$ cat src/design/pls_pkg.sv
// Package for the positional list store: sizes, command and status codes,
// and the controller-to-datapath command struct. No dependencies.
`default_nettype none

package pls_pkg;

	localparam int CAPACITY = 16;
	localparam int IDX_W    = $clog2(CAPACITY);
	localparam int CNT_W    = 5;
	localparam int POS_W    = 5;
	localparam int DATA_W   = 32;
	localparam int CMD_W    = 2;
	localparam int STAT_W   = 2;
	localparam int IN_W     = 40;
	localparam int OUT_W    = 40;

	typedef enum logic [CMD_W-1:0] {
		CMD_READ   = 2'd0,
		CMD_WRITE  = 2'd1,
		CMD_INSERT = 2'd2,
		CMD_REMOVE = 2'd3
	} cmd_t;

	typedef enum logic [STAT_W-1:0] {
		ST_DONE  = 2'd0,
		ST_RANGE = 2'd1,
		ST_FULL  = 2'd2
	} status_t;

	typedef struct packed {
		logic exec;
	} dp_cmd_t;

endpackage

`default_nettype wire

$ cat src/design/positional_list_store.sv
// Channel   Dir  tdata fields (low bit first)
// s_axis    in   cmd[1:0] position[6:2] data_in[38:7] zero[39]
// m_axis    out  status[1:0] data_out[33:2] count[38:34] is_empty[39]
// One command per cycle while m_tready is high: the cells shift the entries
// past the position on accept; the result is registered, shown next cycle.
// A new command is taken while a result waits if that result leaves the same cycle.
// Reset (arst_n low) empties the list; slot contents are not cleared.
// Top level; depends on pls_pkg, pls_ctrl and pls_dp.
`default_nettype none

module positional_list_store
	import pls_pkg::*;
(
	input  wire logic             clk,
	input  wire logic             arst_n,
	input  wire logic             s_tvalid,
	output logic                  s_tready,
	input  wire logic [IN_W-1:0]  s_tdata,  // cmd, position, data_in
	output logic                  m_tvalid,
	input  wire logic             m_tready,
	output logic [OUT_W-1:0]      m_tdata   // status, data_out, count, is_empty
);

	dp_cmd_t           dp_cmd;
	logic [STAT_W-1:0] status;
	logic [DATA_W-1:0] data_out;
	logic [CNT_W-1:0]  count;
	logic              is_empty;

	pls_ctrl u_ctrl (
		.clk      (clk),
		.arst_n   (arst_n),
		.s_tvalid (s_tvalid),
		.s_tready (s_tready),
		.m_tvalid (m_tvalid),
		.m_tready (m_tready),
		.dp_cmd   (dp_cmd)
	);

	pls_dp u_dp (
		.clk      (clk),
		.arst_n   (arst_n),
		.dp_cmd   (dp_cmd),
		.cmd      (s_tdata[1:0]),
		.position (s_tdata[6:2]),
		.data_in  (s_tdata[38:7]),
		.status   (status),
		.data_out (data_out),
		.count    (count),
		.is_empty (is_empty)
	);

	assign m_tdata = {is_empty, count, data_out, status};

endmodule

`default_nettype wire

$ cat src/design/pls_ctrl.sv
// Handshake controller of the positional list store.
// Depends on pls_pkg; drives the datapath through dp_cmd_t.
`default_nettype none

module pls_ctrl
	import pls_pkg::*;
(
	input  wire logic    clk,
	input  wire logic    arst_n,
	input  wire logic    s_tvalid,
	output logic         s_tready,
	output logic         m_tvalid,
	input  wire logic    m_tready,
	output dp_cmd_t      dp_cmd
);

	typedef enum logic {
		IDLE,
		HOLD
	} state_t;

	state_t state_q;

	assign m_tvalid    = (state_q == HOLD);
	assign s_tready    = (state_q == IDLE) || m_tready;
	assign dp_cmd.exec = s_tvalid && s_tready;

	always_ff @(posedge clk or negedge arst_n) begin
		if (!arst_n) begin
			state_q <= IDLE;
		end else begin
			case (state_q)
				IDLE: begin
					if (dp_cmd.exec) state_q <= HOLD;
				end
				HOLD: begin
					if (dp_cmd.exec) state_q <= HOLD;
					else if (m_tready) state_q <= IDLE;
				end
				default: state_q <= IDLE;
			endcase
		end
	end

	a_exec_gives_result: assert property (@(posedge clk) disable iff (!arst_n)
		dp_cmd.exec |=> m_tvalid)
		else $error("accepted command produced no result");

	a_taken_no_new: assert property (@(posedge clk) disable iff (!arst_n)
		(m_tvalid && m_tready && !dp_cmd.exec) |=> !m_tvalid)
		else $error("result repeated after transfer");

endmodule

`default_nettype wire

$ cat src/design/pls_dp.sv
// Datapath of the positional list store: slot cell chain, entry count,
// range checks and output register. Depends on pls_pkg.
`default_nettype none

module pls_dp
	import pls_pkg::*;
(
	input  wire logic              clk,
	input  wire logic              arst_n,
	input  wire dp_cmd_t           dp_cmd,
	input  wire logic [CMD_W-1:0]  cmd,
	input  wire logic [POS_W-1:0]  position,
	input  wire logic [DATA_W-1:0] data_in,
	output logic [STAT_W-1:0]      status,
	output logic [DATA_W-1:0]      data_out,
	output logic [CNT_W-1:0]       count,
	output logic                   is_empty
);

	logic [DATA_W-1:0] slots_q [CAPACITY];
	logic [CNT_W-1:0]  used_q;

	logic [CNT_W:0]    pos_x;
	logic [CNT_W:0]    used_x;
	logic [POS_W-1:0]  pos_m1;
	logic [IDX_W-1:0]  idx;
	logic              pos_ok;
	logic              ins_ok;
	logic              is_full;
	logic              do_ins;
	logic              do_rem;
	logic              do_wr;
	status_t           stat_c;
	logic [DATA_W-1:0] dout_c;
	logic [CNT_W-1:0]  used_d;

	assign pos_x   = {1'b0, position};
	assign used_x  = {1'b0, used_q};
	assign pos_m1  = position - POS_W'(1);
	assign idx     = pos_m1[IDX_W-1:0];
	assign pos_ok  = (position != '0) && (pos_x <= used_x);
	assign ins_ok  = (position != '0) && (pos_x <= used_x + (CNT_W+1)'(1));
	assign is_full = (used_x >= (CNT_W+1)'(CAPACITY));

	always_comb begin
		stat_c = ST_DONE;
		dout_c = '0;
		do_ins = 1'b0;
		do_rem = 1'b0;
		do_wr  = 1'b0;
		used_d = used_q;
		if (cmd == CMD_INSERT) begin
			if (!ins_ok) begin
				stat_c = ST_RANGE;
			end else if (is_full) begin
				stat_c = ST_FULL;
			end else begin
				do_ins = 1'b1;
				used_d = used_q + CNT_W'(1);
			end
		end else if (!pos_ok) begin
			stat_c = ST_RANGE;
		end else begin
			case (cmd)
				CMD_READ: dout_c = slots_q[idx];
				CMD_WRITE: do_wr = 1'b1;
				CMD_REMOVE: begin
					dout_c = slots_q[idx];
					do_rem = 1'b1;
					used_d = used_q - CNT_W'(1);
				end
				default: stat_c = ST_DONE;
			endcase
		end
	end

	for (genvar i = 0; i < CAPACITY; i++) begin : g_cell
		localparam logic [CNT_W:0] I_X = (CNT_W+1)'(i);
		logic [IDX_W:0] idx_x;
		assign idx_x = {1'b0, idx};
		always_ff @(posedge clk) begin
			if (dp_cmd.exec) begin
				if ((do_ins || do_wr) && (idx_x == I_X[IDX_W:0])) begin
					slots_q[i] <= data_in;
				end else if (do_ins && (idx_x < I_X[IDX_W:0]) && (I_X <= used_x)) begin
					if (i > 0) slots_q[i] <= slots_q[(i > 0) ? i - 1 : 0];
				end else if (do_rem && (idx_x <= I_X[IDX_W:0])
						&& (I_X + (CNT_W+1)'(1) < used_x)) begin
					if (i < CAPACITY - 1)
						slots_q[i] <= slots_q[(i < CAPACITY - 1) ? i + 1 : i];
				end
			end
		end
	end

	always_ff @(posedge clk or negedge arst_n) begin
		if (!arst_n) begin
			used_q <= '0;
		end else if (dp_cmd.exec) begin
			used_q <= used_d;
		end
	end

	always_ff @(posedge clk) begin
		if (dp_cmd.exec) begin
			status   <= stat_c;
			data_out <= dout_c;
			count    <= used_d;
			is_empty <= (used_d == '0);
		end
	end

	a_used_bound: assert property (@(posedge clk) disable iff (!arst_n)
		used_x <= (CNT_W+1)'(CAPACITY))
		else $error("entry count above capacity");

	a_ins_grows: assert property (@(posedge clk) disable iff (!arst_n)
		(dp_cmd.exec && do_ins) |=> (used_q == $past(used_q) + CNT_W'(1)))
		else $error("insert did not grow the list");

	a_idle_holds: assert property (@(posedge clk) disable iff (!arst_n)
		!dp_cmd.exec |=> $stable(used_q))
		else $error("entry count changed without a command");

endmodule

`default_nettype wire

$ cat config.mk
export PLATFORM = sky130hd
export DESIGN_NAME = positional_list_store
export DESIGN_NICKNAME = d
export VERILOG_FILES = /design/src/design/pls_pkg.sv /design/src/design/positional_list_store.sv /design/src/design/pls_ctrl.sv /design/src/design/pls_dp.sv
export SDC_FILE = /design/constraint.sdc
export NUM_CORES = 1
export LEC_CHECK = 0
export BUFFER_PORTS_ARGS = -buffer_cell sky130_fd_sc_hd__buf_4
export CAP_MARGIN = 5
export CORE_UTILIZATION = 41
export DETAILED_ROUTE_END_ITERATION = 6
export GPL_ROUTABILITY_DRIVEN = 0
export SYNTH_ARGS = -nofsm -noshare
export SYNTH_HDL_FRONTEND = slang
export SYNTH_HIERARCHICAL = 1
export SYNTH_SLANG_ARGS = --single-unit
$ cat constraint.sdc
create_clock -name clk -period 13.9 [get_ports clk]
set_input_delay 1.39 -clock clk [delete_from_list [all_inputs] [get_ports clk]]
set_output_delay 1.39 -clock clk [all_outputs]
set_load 0.05 [all_outputs]
==> impl_metrics.env <==
export IMPL_nets=2672
export IMPL_antenna_found_initial=2
export IMPL_syn_nets=2687
export IMPL_cp_end_kind="flip-flop"
export IMPL_ys_seq_area_share_pct=50.08
export IMPL_portBuffers=84
export IMPL_wl_per_cell_um=30.01
export IMPL_critical_path_arrival_ns=6.50
export IMPL_firstDrtPassIters=6
export IMPL_holdBufCountCts=0
export IMPL_syn_area_um2=33400
export IMPL_clk_path_buf_depth=3
export IMPL_start_util_pct=41.46
export IMPL_rows=104
export IMPL_grt_ovfl_total=0
export IMPL_maxCapViolations=0
export IMPL_clockRootBuffer="clkbuf_16"
export IMPL_grt_start_max_net_pins=67
export IMPL_timing_fmax_mhz=166.6
export IMPL_core_um2=80550
export IMPL_grt_pass1_wl_um=163200
export IMPL_p_leak_nw=12.27
export IMPL_ys_ff_latch=558
export IMPL_cts_max_level=3
export IMPL_synth_edff_count=552
export IMPL_multi_input_area_um2=15750
export IMPL_worstMarginPinSlew_ns=1.234
export IMPL_clkTransAtPathRegs_ns=0.06
export IMPL_synth_warnings=6
export IMPL_final_cell_mix="edfxtp_1, nor2_1, a21oi_1"
export IMPL_num_vias=24321
export IMPL_p_total_mw=4.747
export IMPL_clock_latency_ns=0.62
export IMPL_numCtsBuffers=66
export IMPL_syn_inst=2617
export IMPL_dp_hpwl_um=61800
export IMPL_cts_tree="yes"
export IMPL_worstPathMaxFanout=66
export IMPL_async_flop_share_pct=1.075
export IMPL_finalSetupTns_ns=0
export IMPL_drt_iter0_drc=2921
export IMPL_path_class="in2reg"
export IMPL_diodes=0
export IMPL_final_cells=3712
export IMPL_min_period_ns=6.004
export IMPL_synth_distinct_cells=89
export IMPL_hold_slack_ns=0.5612
export IMPL_fin_skew_ns=0.02475
export IMPL_cts_sinks=558
export IMPL_pin_count=86
export IMPL_wirelength_um=111400
export IMPL_post_cts_resized=0
export IMPL_synth_main_ff_cell="edfxtp_1"
export IMPL_status="finished clean"
export IMPL_die_h_um=287.4
export IMPL_grt_use_total_pct=26.71
export IMPL_dieArea_um2=82600
export IMPL_grt_pass1_vias=24198
export IMPL_viasPerCell=6.552
export IMPL_hold_viol_final=0
export IMPL_drc=0
export IMPL_postRouteAntennaNets=0
export IMPL_area_delta_synth_final_pct=11.31
export IMPL_n_fill_cell=7024
export IMPL_synth_area_per_cell_um2=12.76
export IMPL_min_path_type="reg2reg"
export IMPL_finalSetupViolations=0
export IMPL_critPathRequiredTime_ns=14.39
export IMPL_seq_area_um2=16730
export IMPL_layout_cells_most_common="edfxtp_1"
export IMPL_post_place_cells=3594
export IMPL_drv_slew=0
export IMPL_ir_worst_vdd_mv=0.08558
export IMPL_worst_setup_path_start_kind="input pin"
export IMPL_p_per_area_nw_per_um2=127.7
export IMPL_rsz0062_at_grt="no"
export IMPL_finalCritPeriodShare_pct=43.19
export IMPL_slew_limit_headroom_pct=17.24
export IMPL_drive_above_1_share_pct=26.28
export IMPL_die_w_um=287.4
export IMPL_postCtsSetupRepairBufs=0
==> state kept, by name (all words and copies together), names as in the netlist <==
signal / cells
u_dp/status: 2
u_dp/count: 5
u_dp/is_empty: 1
u_dp/used_q: 5
u_dp/slots_q: 512
u_dp/data_out: 32
u_ctrl/m_tvalid: 1
==> through the flow <==
stage	utilization [%]	area [µm²]	setup WS, ns
after floorplan	-	33400	7.007
after global placement	43.50	35040	7.448
after detailed placement	43.50	35040	7.350
after CTS	46.15	37170	8.002
after global routing	46.15	37170	7.705
final	46.15	37170	7.896
==> synthesized netlist by cell type, drive strengths merged (4+ instances only) <==
library cell | instances | area [µm²]
a22oi | 5 | 37.54
nor2 | 289 | 1102
o211ai | 4 | 30.03
buf | 131 | 758.2
nand3 | 13 | 70.07
o22ai | 69 | 437.9
and3 | 34 | 212.7
xnor2 | 7 | 61.31
dfrtp | 6 | 150.1
nor3b | 5 | 42.54
a21oi | 283 | 1428
a31oi | 4 | 25.02
mux4 | 128 | 2883
a21o | 30 | 226.5
o21a | 4 | 30.03
mux2i | 262 | 2623
o2111ai | 4 | 58.81
a2bb2oi | 32 | 297.8
nor3 | 11 | 88.84
nand2 | 113 | 436.7
nor2b | 6 | 42.54
o21ai | 37 | 188.9
nand4 | 4 | 37.53
inv | 19 | 71.32
mux2 | 322 | 3735
and2 | 5 | 33.78
nor4 | 6 | 82.58
ha | 26 | 325.3
a211oi | 33 | 252.7
edfxtp | 552 | 16580
a22o | 26 | 227.7
clkbuf | 106 | 397.9
==> path summary, 6_finish.rpt <==
| path | endpoint | slack, ns | start | cells after the start |
|---|---|---|---|---|
| max | u_dp/slots_q[4][21]$_DFFE_PP_ | 7.90 | s_tdata[2] | 11 |
| min | u_ctrl/m_tvalid$_DFF_PN0_ | 0.56 | u_ctrl/m_tvalid$_DFF_PN0_ | 2 |
| max reg2reg | u_dp/slots_q[9][26]$_DFFE_PP_ | 7.91 | u_dp/used_q[2]$_DFFE_PN0P_ | 14 |
| min reg2reg | u_ctrl/m_tvalid$_DFF_PN0_ | 0.56 | u_ctrl/m_tvalid$_DFF_PN0_ | 2 |
| max in group asynchronous | u_dp/used_q[3]$_DFFE_PN0P_ | 13.19 | arst_n | 1 |
| min in group asynchronous | u_dp/used_q[2]$_DFFE_PN0P_ | 0.58 | arst_n | 1 |
==> kinds of logic (layout without fill, tap and decap cells) <==
family          Yosys count  in the layout  synth area share [%]
fa+ha+maj                26             26                0.9741
flops                   558            558                 50.08
simple gates            499            499                 6.845
compound gates          559            559                 10.57
mux                     712            712                 27.67
xor+xnor                  7              7                0.1836
buf+inv                 256            291                 3.675
==> cell type report <==
| class | count | area share, % |
|---|---|---|
| flip-flops and latches | 558 | 45.00 |
| well taps | 1060 | 3.568 |
| repair buffers | 154 | 3.130 |
| multi-input cells | 1803 | 42.38 |
| clock buffers | 81 | 4.652 |
| inverters | 19 | 0.1919 |
| clock inverters | 37 | 1.084 |
==> power by group <==
group          total, mW  internal (mW)  leakage, nW  switching [mW]
registers           2.06           1.97         5.08          0.0822
clock network       1.76           1.02         1.03           0.739
logic              0.931          0.334         6.16           0.597
==> worst max-delay path: stages <==
cell and delay (ns):
buf_8 0.53, inv_1 0.33, ha_1 0.42, nor2b_1 0.33, or2_4 0.66, buf_4 0.80, nand4_1 0.30, o211a_1 0.32
nor2_2 0.63, buf_4 0.48, a21o_1 0.18
==> layer usage <==
metal	vias to the layer above	global-route usage (%)	share of wire, %
met5	-	0	0.0072
met4	2	11.40	4.1
met3	249	4.667	9.6
met2	1473	40.40	45
met1	12460	37.65	42
li1	10137	-	-
(Power assumes the default switching activity.)
